<file path="src/rtl/core/pwc_mac_pkg.sv">
// ----------------------------------------------------------------------------
// pwc_mac_pkg
// Shared constants, register indexes and types of the 4x4 pointwise MAC unit.
// ----------------------------------------------------------------------------
package pwc_mac_pkg;

	// Block geometry and fixed-point format
	localparam int NUM_CH        = 4;
	localparam int WEIGHT_BITS   = 16;   // Q2.14
	localparam int PRODUCT_SHIFT = 6;    // Q10.22 -> Q16.16
	localparam int ACT_BITS_DEF  = 16;   // Q8.8
	localparam int ACC_BITS_DEF  = 32;   // Q16.16

	// Configuration port
	localparam int CFG_IDX_BITS  = 3;
	localparam int CFG_DATA_BITS = NUM_CH * WEIGHT_BITS;
	localparam int CNT_BITS      = 3;

	localparam logic [CFG_IDX_BITS-1:0] REG_WEIGHT_ROW0     = 3'd0;
	localparam logic [CFG_IDX_BITS-1:0] REG_WEIGHT_ROW1     = 3'd1;
	localparam logic [CFG_IDX_BITS-1:0] REG_WEIGHT_ROW2     = 3'd2;
	localparam logic [CFG_IDX_BITS-1:0] REG_WEIGHT_ROW3     = 3'd3;
	localparam logic [CFG_IDX_BITS-1:0] REG_ACTIVE_IN_CHS   = 3'd4;
	localparam logic [CFG_IDX_BITS-1:0] REG_ACTIVE_OUT_CHS  = 3'd5;

	localparam logic [CNT_BITS-1:0] ACTIVE_CHS_RESET = 3'd4;

	// Per-cell enables: does this cell's input channel count, and which
	// output channels get updated.
	typedef struct packed {
		logic              in_on;
		logic [NUM_CH-1:0] out_on;
	} cell_ctl_t;

	// Width of the exact running sum: accumulator or shifted product,
	// plus headroom for the additions along the chain.
	function automatic int sum_width(input int act_bits, input int acc_bits);
		int sh_w;
		sh_w = act_bits + WEIGHT_BITS - PRODUCT_SHIFT;
		return ((acc_bits > sh_w) ? acc_bits : sh_w) + 3;
	endfunction

endpackage

</file>
<file path="src/rtl/core/pwc_mac_sat.sv">
// ----------------------------------------------------------------------------
// pwc_mac_sat
// Output stage: saturates the four sums to the accumulator width and holds
// the result until it is taken.
// ----------------------------------------------------------------------------
module pwc_mac_sat import pwc_mac_pkg::*; #(
	parameter int ACT_BITS = ACT_BITS_DEF,
	parameter int ACC_BITS = ACC_BITS_DEF
) (
	input  logic                                   clk,
	input  logic                                   arst_n,
	input  logic                                   up_valid,
	output logic                                   up_ready,
	input  logic signed [sum_width(ACT_BITS, ACC_BITS)-1:0] up_acc [NUM_CH],
	output logic                                   dn_valid,
	input  logic                                   dn_ready,
	output logic signed [ACC_BITS-1:0]             dn_acc [NUM_CH]
);

	localparam int SUM_W = sum_width(ACT_BITS, ACC_BITS);

	logic                      valid_q;
	logic signed [ACC_BITS-1:0] acc_q   [NUM_CH];
	logic signed [ACC_BITS-1:0] acc_sat [NUM_CH];
	logic [SUM_W-ACC_BITS:0]    top_bits [NUM_CH];

	assign up_ready = !valid_q || dn_ready;

	always_comb begin
		for (int j = 0; j < NUM_CH; j++) begin
			top_bits[j] = up_acc[j][SUM_W-1:ACC_BITS-1];
			if ((&top_bits[j]) || !(|top_bits[j])) begin
				acc_sat[j] = up_acc[j][ACC_BITS-1:0];
			end else if (up_acc[j][SUM_W-1]) begin
				acc_sat[j] = {1'b1, {(ACC_BITS-1){1'b0}}};
			end else begin
				acc_sat[j] = {1'b0, {(ACC_BITS-1){1'b1}}};
			end
		end
	end

	always_ff @(posedge clk or negedge arst_n) begin
		if (!arst_n) begin
			valid_q <= 1'b0;
		end else if (up_ready) begin
			valid_q <= up_valid;
		end
	end

	always_ff @(posedge clk) begin
		if (up_valid && up_ready) begin
			acc_q <= acc_sat;
		end
	end

	assign dn_valid = valid_q;
	assign dn_acc   = acc_q;

endmodule

</file>
<file path="config.mk">
export PLATFORM = sky130hd
export DESIGN_NAME = pwc_mac_sat
export DESIGN_NICKNAME = d
export VERILOG_FILES = /design/src/rtl/core/pwc_mac_pkg.sv /design/src/rtl/core/pwc_mac_sat.sv
export SDC_FILE = /design/constraint.sdc
export NUM_CORES = 1
export LEC_CHECK = 0
export BUFFER_PORTS_ARGS = -buffer_cell sky130_fd_sc_hd__buf_2
export CORE_ASPECT_RATIO = 0.75
export CORE_MARGIN = 1.5
export CORE_UTILIZATION = 45
export CTS_BUF_LIST = sky130_fd_sc_hd__clkbuf_8
export CTS_CLUSTER_SIZE = 25
export DETAILED_ROUTE_END_ITERATION = 16
export GPL_ROUTABILITY_DRIVEN = 0
export GPL_TIMING_DRIVEN = 0
export HOLD_SLACK_MARGIN = 0.12
export PLACE_DENSITY = 0.75
export SYNTH_ARGS = -nofsm -noshare
export SYNTH_HDL_FRONTEND = slang
export SYNTH_SLANG_ARGS = --single-unit
</file>
<file path="constraint.sdc">
create_clock -name clk -period 4.9 [get_ports clk]
set_clock_uncertainty 0.1 [all_clocks]
set_input_delay 0.735 -clock clk [delete_from_list [all_inputs] [get_ports clk]]
set_output_delay 0.735 -clock clk [all_outputs]
set_load 0.01 [all_outputs]
</file>
Word-level counts from Yosys, hierarchy flattened
Cells that the tools add are included.

Register bits: 129. Bits of input ports: 144.

Mux-type cells: 8. Reductions and logical operators: 19.

Operator list (count): 2-to-1 mux 32 bit (8); AND reduction 4 bit (4); OR reduction 4 bit (4); logical NOT 1 bit (5); logical OR 1 bit (5); logical AND 1 bit (1).

Depth between registers and ports, before layout
Depth in word-level cells: 4. Gate-level depth with buffers: 4. Depth with buffers taken out: 2.

Worst setup path after synthesis
OpenSTA, ideal clock, no wires.

Kind: input to register. Start point: input port dn_ready. End point: register acc_q (netlist bit dn_acc[0]), enable pin. Setup time: 503 ps. Arrival time: 3895 ps. Data required time: 4297 ps. Path slack: 402 ps. Stages on the path: 2. Buffers on the path: 0. Cells stage by stage: nand2b_1 -> and2_1.

Cells in the longest elaborated chain, start to end: 2.

Ends and longest elaborated chain: start: declaration (line pwc_mac_sat.sv:16) `input logic dn_ready,`; logical OR 1 bit (line pwc_mac_sat.sv:27) `assign up_ready = !valid_q || dn_ready;`; logical AND 1 bit (line pwc_mac_sat.sv:51) `if (up_valid && up_ready) begin`; end signal: assignment (line pwc_mac_sat.sv:52) `acc_q <= acc_sat;`; end: declaration (line pwc_mac_sat.sv:23) `logic signed [ACC_BITS-1:0] acc_q [NUM_CH];`.

No other way between the ends. A chain may end at the register's enable or synchronous reset.

Worst setup path in the final report
Start point: input port dn_ready. End point: register acc_q (netlist bit dn_acc[17]), enable pin.

The elaborated chain is that of the path after synthesis.

==> metrics.cfg <==
[status]
status = completed

[synth]
synth_warnings = 0
syn_area_um2 = 6950
synth-xor-area-share_pct = 0
ys_types = 15
yosysTopAreaCell = edfxtp_1
synth_seq_cells = 129
synth.area.top_cells = edfxtp_1, a21boi_0, nor4_1
synth_area_per_cell_um2 = 11.8
synthAdderAreaFrac_pct = 0
synth_top_family_by_area = simple AND/OR/NAND/NOR gates
yosysSeqAreaShare_pct = 55.7
synth_cells = 588
synth_compound_area_share_pct = 14.0
synth_nets = 732
synth-simple-area-share_pct = 21.8
netlist.area_leader.share_pct = 55.3
synth_mux_area_share_pct = 0

[sta]
min_period_over_period_pct = 42.5
tns_ns = 0
tightest_slew_ns = 0.841
max_freq_mhz = 480
fin_crit_ns = 2.08
hold_viol = 0
rsz0062_at_grt = no
setup_viol = 0
slew_headroom_pct = 44.0
slew_viol_final = 0

[detailed_routing]
wirelength_mm = 18.8
first_pass_iters = 7
vias_per_cell = 5.59
drt_iter0_drc = 407
final_antenna_net_count = 0
routed-via-count = 6110
wl_per_cell_um = 17.2
drc = 0

[setup_path]
path_cells = buf_2, nand2b_1, and2_4, buf_16
crit_type = in2reg
critical_path_required_ns = 4.90
critPathTopFamily = simple AND/OR/NAND/NOR gates
crit_fanout = 67
path_depth = 4
path_buf_inv = 2
worst_ep_arrival_time_ns = 2.08
cp_slowest_cell = and2_4
r2r_cells = 3
critPathMaxStageDelay_ns = 0.70
critPathLaunchType = input pin
end_kind = flip-flop

[run]
maxCapViolCount = 0

[floorplan]
core_um2 = 15200
die_w_um = 147
rows = 39
ioPinCount = 274
dieArea_um2 = 16200
die_h_um = 111
initial_core_util_pct = 45.8

[pwr]
p_leak_nw = 3.42
peakVddDrop_mv = 0.316
total_power_mw = 2.62
power.density_nw_per_um2 = 294

[cts]
cts_tree = yes
cts_buffers = 17
cts_sinks = 129
cts_htree_levels = 4
post_cts_buffers = 0
root_buffer = clkbuf_8
clock_latency_ns = 0.43
clock_path_buffers = 2
path_clk_slew_ns = 0.07

[global_route]
grt_overflow = 0
grt_max_degree = 68
grt_pass1_vias = 5795
grt_first_pass_wirelength_mm = 30.0
antenna_found_initial = 0
grtUsageTotal_pct = 23.4

[placement]
portBuffers = 269
placed_cells = 1063
place_area_um2 = 8580
hpwlAfterDp_mm = 13.3

[finish]
syn_to_final_growth_pct = 28.4
postLayoutCellArea_um2 = 8930
fin_nets = 1022
layoutNonFillerInstCount = 1094
final_layout_size_suffix_gt1_share_pct = 43.8
layout_commonest_cell = buf_2
diodes = 0
layout_common_cells = buf_2, edfxtp_1, nor4_1, nor3_1, a21boi_0

[min_path]
hold_class = in2reg
whs_path_depth = 2

-- synth_stat cells --
cell      instances
edfxtp_1        128
nor3_1          115
nor4_1          115
a21boi_0        114
buf_2            28
buf_6            28
buf_4            12
clkbuf_1         12
a21boi_1         10
nor3_2            9
nor4_2            9
a21boi_2          4
nand2b_1          2
and2_1            1
dfrtp_1           1
-- sequential cells by signal, indices dropped and copies added (netlist names) --
| register | count |
|---|---|
| dn_valid | 1 |
| dn_acc | 128 |
-- where the power goes --
part | internal, mW | total, mW | switching [mW] | leakage (nW)
clock network | 0.386 | 0.802 | 0.417 | 0.175
registers | 1.31 | 1.33 | 0.0174 | 1.25
logic | 0.204 | 0.489 | 0.284 | 1.99
-- stage by stage --
step                      hold slack (ns)  worst slack [ns]  util [%]
final                               0.428              2.82      58.8
after global routing                0.411              2.69      58.8
after CTS                           0.408              2.81      58.8
after detailed placement            0.419              2.37      56.6
after global placement              0.398            -0.945      56.4
after floorplan                     0.339             0.402         -
-- cell type report --
type	count	area, um^2
tap	205	256
fill	1277	6250
timing repair buffer	271	1380
multi-input combinational	379	2490
clock buffer	17	234
buffer	80	591
sequential	129	3870
clock inverter	13	100
-- layer usage --
metal	part of all wire (%)	vias up	routed length, um	GRT usage, %
li1	-	2941	-	-
met1	44	2858	8240	31.1
met2	45	269	8550	35.5
met3	8.3	42	1570	8.55
met4	2.5	0	466	7.68
met5	0	-	0	0
-- worst reg2reg max path, stage by stage, from the launching register on --
cell      delay, ns
dfrtp_1        0.39
nand2b_1       0.12
and2_4         0.70
buf_16         0.37
-- kinds of logic (layout without fill, tap and decap cells) --
logic type,count (synthesis),after routing
buffers and inverters,80,381
flip-flops,129,129
AO/OA/AOI/OAI,128,128
AND/OR/NAND/NOR,251,251
-- final timing paths --
| kind | slack [ns] | end | startpoint |
|---|---|---|---|
| max reg2reg | 2.82 | dn_acc[17] | dn_valid |
| max | 2.82 | dn_acc[17] | dn_ready |
| max in group asynchronous | 4.07 | dn_valid | arst_n |
| min | 0.43 | dn_valid | up_valid |
| min in group asynchronous | 0.53 | dn_valid | arst_n |
| min reg2reg | 0.48 | dn_valid | dn_valid |
-- timing repair --
| action | CTS | global route |
|---|---|---|
| hold buffers | 1 | 0 |
| resized for setup | 0 | 0 |
| endpoints found under the hold margin | 1 | 0 |
(Power assumes the default switching activity.)
