$ cat src/rtl/core/pwc_mac_pkg.sv
// ----------------------------------------------------------------------------
// pwc_mac_pkg
// Shared constants, register indexes and types of the 4x4 pointwise MAC unit.
// ----------------------------------------------------------------------------
package pwc_mac_pkg;

	// Block geometry and fixed-point format
	localparam int NUM_CH        = 4;
	localparam int WEIGHT_BITS   = 16;   // Q2.14
	localparam int PRODUCT_SHIFT = 6;    // Q10.22 -> Q16.16
	localparam int ACT_BITS_DEF  = 16;   // Q8.8
	localparam int ACC_BITS_DEF  = 32;   // Q16.16

	// Configuration port
	localparam int CFG_IDX_BITS  = 3;
	localparam int CFG_DATA_BITS = NUM_CH * WEIGHT_BITS;
	localparam int CNT_BITS      = 3;

	localparam logic [CFG_IDX_BITS-1:0] REG_WEIGHT_ROW0     = 3'd0;
	localparam logic [CFG_IDX_BITS-1:0] REG_WEIGHT_ROW1     = 3'd1;
	localparam logic [CFG_IDX_BITS-1:0] REG_WEIGHT_ROW2     = 3'd2;
	localparam logic [CFG_IDX_BITS-1:0] REG_WEIGHT_ROW3     = 3'd3;
	localparam logic [CFG_IDX_BITS-1:0] REG_ACTIVE_IN_CHS   = 3'd4;
	localparam logic [CFG_IDX_BITS-1:0] REG_ACTIVE_OUT_CHS  = 3'd5;

	localparam logic [CNT_BITS-1:0] ACTIVE_CHS_RESET = 3'd4;

	// Per-cell enables: does this cell's input channel count, and which
	// output channels get updated.
	typedef struct packed {
		logic              in_on;
		logic [NUM_CH-1:0] out_on;
	} cell_ctl_t;

	// Width of the exact running sum: accumulator or shifted product,
	// plus headroom for the additions along the chain.
	function automatic int sum_width(input int act_bits, input int acc_bits);
		int sh_w;
		sh_w = act_bits + WEIGHT_BITS - PRODUCT_SHIFT;
		return ((acc_bits > sh_w) ? acc_bits : sh_w) + 3;
	endfunction

endpackage

$ cat src/rtl/core/pwc_mac_cell.sv
// ----------------------------------------------------------------------------
// pwc_mac_cell
// One chain cell: adds one input channel's products to the four partial sums.
// ----------------------------------------------------------------------------
module pwc_mac_cell import pwc_mac_pkg::*; #(
	parameter int ACT_BITS = ACT_BITS_DEF,
	parameter int ACC_BITS = ACC_BITS_DEF,
	parameter int CELL_IDX = 0
) (
	input  logic                                   clk,
	input  logic                                   arst_n,
	input  logic                                   up_valid,
	output logic                                   up_ready,
	input  logic signed [ACT_BITS-1:0]             up_act [NUM_CH],
	input  logic signed [sum_width(ACT_BITS, ACC_BITS)-1:0] up_acc [NUM_CH],
	input  logic signed [WEIGHT_BITS-1:0]          wcol   [NUM_CH],
	input  cell_ctl_t                              ctl,
	output logic                                   dn_valid,
	input  logic                                   dn_ready,
	output logic signed [ACT_BITS-1:0]             dn_act [NUM_CH],
	output logic signed [sum_width(ACT_BITS, ACC_BITS)-1:0] dn_acc [NUM_CH]
);

	localparam int SUM_W = sum_width(ACT_BITS, ACC_BITS);
	localparam int PROD_W = ACT_BITS + WEIGHT_BITS;
	localparam int SH_W = PROD_W - PRODUCT_SHIFT;

	logic                      valid_q;
	logic signed [ACT_BITS-1:0] act_q [NUM_CH];
	logic signed [SUM_W-1:0]    acc_q [NUM_CH];
	logic signed [PROD_W-1:0]   prod  [NUM_CH];
	logic signed [SH_W-1:0]     prod_sh [NUM_CH];
	logic signed [SUM_W-1:0]    acc_nxt [NUM_CH];

	assign up_ready = !valid_q || dn_ready;

	always_comb begin
		for (int j = 0; j < NUM_CH; j++) begin
			prod[j]    = up_act[CELL_IDX] * wcol[j];
			// floor shift: drop the low bits of the two's complement product
			prod_sh[j] = prod[j][PROD_W-1:PRODUCT_SHIFT];
			if (ctl.in_on && ctl.out_on[j]) begin
				acc_nxt[j] = up_acc[j] + SUM_W'(prod_sh[j]);
			end else begin
				acc_nxt[j] = up_acc[j];
			end
		end
	end

	always_ff @(posedge clk or negedge arst_n) begin
		if (!arst_n) begin
			valid_q <= 1'b0;
		end else if (up_ready) begin
			valid_q <= up_valid;
		end
	end

	always_ff @(posedge clk) begin
		if (up_valid && up_ready) begin
			act_q <= up_act;
			acc_q <= acc_nxt;
		end
	end

	assign dn_valid = valid_q;
	assign dn_act   = act_q;
	assign dn_acc   = acc_q;

endmodule

$ cat config.mk
export PLATFORM = sky130hd
export DESIGN_NAME = pwc_mac_cell
export DESIGN_NICKNAME = d
export VERILOG_FILES = /design/src/rtl/core/pwc_mac_pkg.sv /design/src/rtl/core/pwc_mac_cell.sv
export SDC_FILE = /design/constraint.sdc
export NUM_CORES = 2
export LEC_CHECK = 0
export CAP_MARGIN = 20
export CORE_MARGIN = 4
export CORE_UTILIZATION = 48
export DETAILED_ROUTE_END_ITERATION = 8
export DONT_BUFFER_PORTS = 1
export PLACE_DENSITY = 0.68
export REMOVE_ABC_BUFFERS = 1
export SYNTH_ARGS = -nofsm -noshare
export SYNTH_HDL_FRONTEND = slang
export SYNTH_SLANG_ARGS = --single-unit
$ cat constraint.sdc
create_clock -name clk -period 5.5 [get_ports clk]
set_input_delay 0.825 -clock clk [delete_from_list [all_inputs] [get_ports clk]]
set_output_delay 0.825 -clock clk [all_outputs]
set_load 0.005 [all_outputs]
Word-level counts from Yosys, hierarchy flattened
Cells that the tools add are included.
{"block": "classes", "addsub": 4, "multipliers": 4, "n_mux": 4, "reduce_logical": 7}
{"operator": "35-bit by 26-bit adder with 35-bit output", "count": 4}
{"operator": "35-bit two-way mux", "count": 4}
{"operator": "16-bit by 16-bit multiplier with 32-bit output", "count": 4}
{"operator": "1-bit logical AND", "count": 5}
{"operator": "1-bit logical NOT", "count": 1}
{"operator": "1-bit logical OR", "count": 1}
{"block": "totals", "regBits": 205, "in_bits": 277, "output_inout_bits": 206}

Longest topological paths before layout
{"block": "depth", "ltp_word": 3, "mapped_depth": 39}

Least setup slack after synthesis
OpenSTA, ideal clock, no wires.
{"block": "synth_path", "path_kind": "in2reg", "from": "input up_act[60] (netlist name)", "to": "register acc_q, in the netlist dn_acc[134] (data pin)", "setup_ps": 260, "arrival_ps": 8916, "path_slack_ps": -3676, "stages": 34, "n_path_buf": 2, "path_cell_list": "clkbuf_1 clkbuf_1 nand2_1 fa_1 fa_1 fa_1 inv_1 fa_1 fa_1 inv_1 fa_1 inv_1 ha_1 a211o_1 o2111ai_1 a21oi_1 o31a_1 o21a_1 or2_1 a21o_1 a21oi_1 xnor2_1 ha_1 and3_1 a221o_1 a221oi_1 o21ai_1 or3_1 a21oi_1 nor3_2 a21bo_1 a21oi_1 xnor2_1 mux2_2"}
{"element": "start: declaration", "line": "pwc_mac_cell.sv:14", "source": "input logic signed [ACT_BITS-1:0] up_act [NUM_CH],"}
{"element": "end signal: assignment", "line": "pwc_mac_cell.sv:61", "source": "acc_q <= acc_nxt;"}
{"element": "end: declaration", "line": "pwc_mac_cell.sv:30", "source": "logic signed [SUM_W-1:0] acc_q [NUM_CH];"}

==> impl_metrics.env <==
export IMPL_area_growth_pct=20.1
export IMPL_worst_path_most_repeated_cell="fa_1"
export IMPL_worstPathRequired_ps=5860
export IMPL_die_area_sq_um=114000
export IMPL_cts_buffers=26
export IMPL_nNetsFinal=7934
export IMPL_violations="setup timing"
export IMPL_synth_area_sq_um=52200
export IMPL_final_common_cell="inv_1"
export IMPL_ant_nets=0
export IMPL_met1_usage_pct=30.6
export IMPL_rsz0062_at_grt="yes"
export IMPL_async_flop_share_pct=0.488
export IMPL_r2r_setup_slack_ps=3300
export IMPL_fin_crit_ps=8340
export IMPL_antenna_found_initial=3
export IMPL_core_rowCount=120
export IMPL_max_stage_delay_ps=530
export IMPL_final_cell_mix="inv_1 (1155), fa_1 (1028), buf_4 (689)"
export IMPL_overflow=0
export IMPL_use_met3_pct=4.40
export IMPL_synthCells=5571
export IMPL_drt_iter0_drc=1731
export IMPL_drcViolationCount=0
export IMPL_relSlewSlack_pct=44.6
export IMPL_crit_slowest_cell="fa_1"
export IMPL_worst_pin_slew_ps=831
export IMPL_synthFlopType="edfxtp_1"
export IMPL_cts_path_max_buffers=3
export IMPL_hpwlAfterDp_um=104000
export IMPL_clkTransAtPathRegs_ps=70
export IMPL_rr_worst_depth=3
export IMPL_yosysSeqAreaShare_pct=11.8
export IMPL_cts_htree_levels=1
export IMPL_rr_startpoint="dn_valid"
export IMPL_grt_pass1_wl_um=222000
export IMPL_fin_ws_ps=-2840
export IMPL_startpoint_type="primary input"
export IMPL_synthDistinctLibCells=78
export IMPL_maxCapViolCount=0
export IMPL_wire_per_inst_um=17.8
export IMPL_wl_um=135000
export IMPL_drv_slew=0
export IMPL_grt_usage_pct=24.1
export IMPL_vias_per_cell=5.23
export IMPL_skew_ps=32.6
export IMPL_worstSkewPairLatency_ps=610
export IMPL_die_h_um=338
export IMPL_layout_drive_gt1_share_pct=20.5
export IMPL_first_pass_iters=5
export IMPL_core_area_sq_um=108000
export IMPL_critical_path_arrival_ps=8700
export IMPL_grt_max_degree=113
export IMPL_worst_r2r_endpoint="dn_acc[49]"
export IMPL_gr_usage_met2_pct=42.2
export IMPL_grt_pass1_vias=43482
export IMPL_worstSetupPathType="primary input to register"
export IMPL_hold_depth=0
export IMPL_fin_crit_sh_pct=152
export IMPL_synth_edf_count=204
export IMPL_max_freq_mhz=120
export IMPL_cts_root_buf="clkbuf_16"
export IMPL_ys_ff_latch=205
export IMPL_setup_viol=122
export IMPL_timing_final_hold_violations=0
export IMPL_finalWeightedCongestion=0.868
export IMPL_busiest_layer="met2"
export IMPL_ios=483
export IMPL_cts_sinks=205
export IMPL_path_max_fanout=65
export IMPL_outcome="complete, but fails checks"
export IMPL_vias=39551
export IMPL_cp_end_kind="register"
export IMPL_syn_avg_cell_area_sq_um=9.37
export IMPL_whs_endpoint="dn_act[7]"
export IMPL_yosysWarnings=0
export IMPL_die_width_um=338
export IMPL_worstHoldStart="up_act[7]"
export IMPL_dp_slack_ps=-3600
export IMPL_worstHoldPathType="primary input to register"
export IMPL_initial_core_util_pct=48.6
export IMPL_cts_tree="built"
export IMPL_numPortBuffers=0
==> synthesized netlist by cell type (all sizes together), types with 8 or more instances <==
| master | n | area (sq um) |
|---|---|---|
| nor3 | 29 | 150 |
| a211oi | 23 | 178 |
| xor2 | 93 | 815 |
| nand4 | 15 | 93.8 |
| edfxtp | 204 | 6130 |
| nand3 | 37 | 185 |
| nand2b | 43 | 269 |
| and2 | 489 | 3060 |
| o21bai | 29 | 218 |
| inv | 1170 | 4390 |
| a31oi | 18 | 113 |
| a211o | 8 | 70.1 |
| mux2 | 13 | 146 |
| o21a | 31 | 233 |
| clkbuf | 206 | 773 |
| a21o | 95 | 713 |
| or2 | 9 | 56.3 |
| or3 | 11 | 68.8 |
| nor2 | 165 | 627 |
| ha | 464 | 5810 |
| o31ai | 11 | 82.6 |
| nand2 | 671 | 2520 |
| o21ai | 212 | 1060 |
| a21oi | 166 | 842 |
| o211ai | 15 | 113 |
| and3 | 21 | 131 |
| nor2b | 20 | 125 |
| nor3b | 8 | 60.1 |
| xnor2 | 155 | 1360 |
| fa | 1048 | 21000 |
==> routing by layer <==
metal	up-vias	part of all wire, %
met3	229	6.0
li1	18285	-
met1	20049	40
met4	0	3.0
met2	988	51
met5	-	0
==> stage by stage <==
stage / area (sq um) / utilization, % / hold WS (ps) / setup TNS (ps) / cells
2_1_floorplan: 51400 / - / 529 / -382820 / 5362
3_3_place_gp: 58300 / 54.2 / 529 / -294450 / 7437
3_5_place_dp: 58300 / 54.2 / 529 / -303220 / 7437
4_1_cts: 61300 / 57.0 / 240 / -192790 / 7536
5_1_grt: 62700 / 58.3 / 265 / -232200 / 7568
6_report: 62700 / 58.3 / 301 / -209210 / 7569
==> kinds of logic after synthesis <==
group / Yosys count / synth area share, %
AO/OA/AOI/OAI: 669 / 8.04
XOR/XNOR: 248 / 4.16
adder cells (fa/ha/maj): 1512 / 51.3
buffers and inverters: 1379 / 9.92
flip-flops: 205 / 11.8
multiplexers: 16 / 0.338
AND/OR/NAND/NOR: 1542 / 14.4
==> flip-flops by register name, summed over array words and instances, names as in the netlist <==
signal    count
dn_acc      140
dn_valid      1
dn_act       64
==> cell type report <==
type                            count  area, sq um
Fill cell                        9047        44800
Sequential cell                   205         6150
Multi-Input combinational cell   3987        43500
Timing Repair Buffer              755         5980
Clock inverter                     20          289
Inverter                         1170         4390
Clock buffer                       28          658
Antenna cell                        1         2.50
Tap cell                         1403         1760
==> critical path: cells and delay by family <==
family,cells,cell delay [ps]
adders and majority gates,8,3470
and+or+nand+nor,5,1000
AOI/OAI and AO/OA,13,2640
muxes,1,260
xor gates and xnor gates,2,210
buffers and inverters,4,200
==> worst max-delay path by stage <==
| stage | start | endpoint | slack [ps] | cells past startpoint |
|---|---|---|---|---|
| final | up_act[57] | dn_acc[134] | -2840 | 33 |
| after global routing | up_act[57] | dn_acc[136] | -3150 | 33 |
| after CTS | up_act[57] | dn_acc[136] | -2650 | 33 |
| after detailed placement | up_act[57] | dn_acc[136] | -3600 | 33 |
| after global placement | up_act[57] | dn_acc[136] | -3530 | 33 |
| after floorplan | wcol[52] | dn_acc[136] | -3250 | 33 |
==> what timing repair did <==
action / 4_1_cts / 5_1_grt
hold buffers: 1 / 0
buffers inserted: 59 / 49
resized for setup: 444 / 231
endpoints found under the setup margin: 121 / 123
pin swaps: 335 / 254
endpoints found under the hold margin: 1 / 0
Power is not shown: default switching activity piles up to over one toggle a cycle in this logic, so the estimate is an artifact.
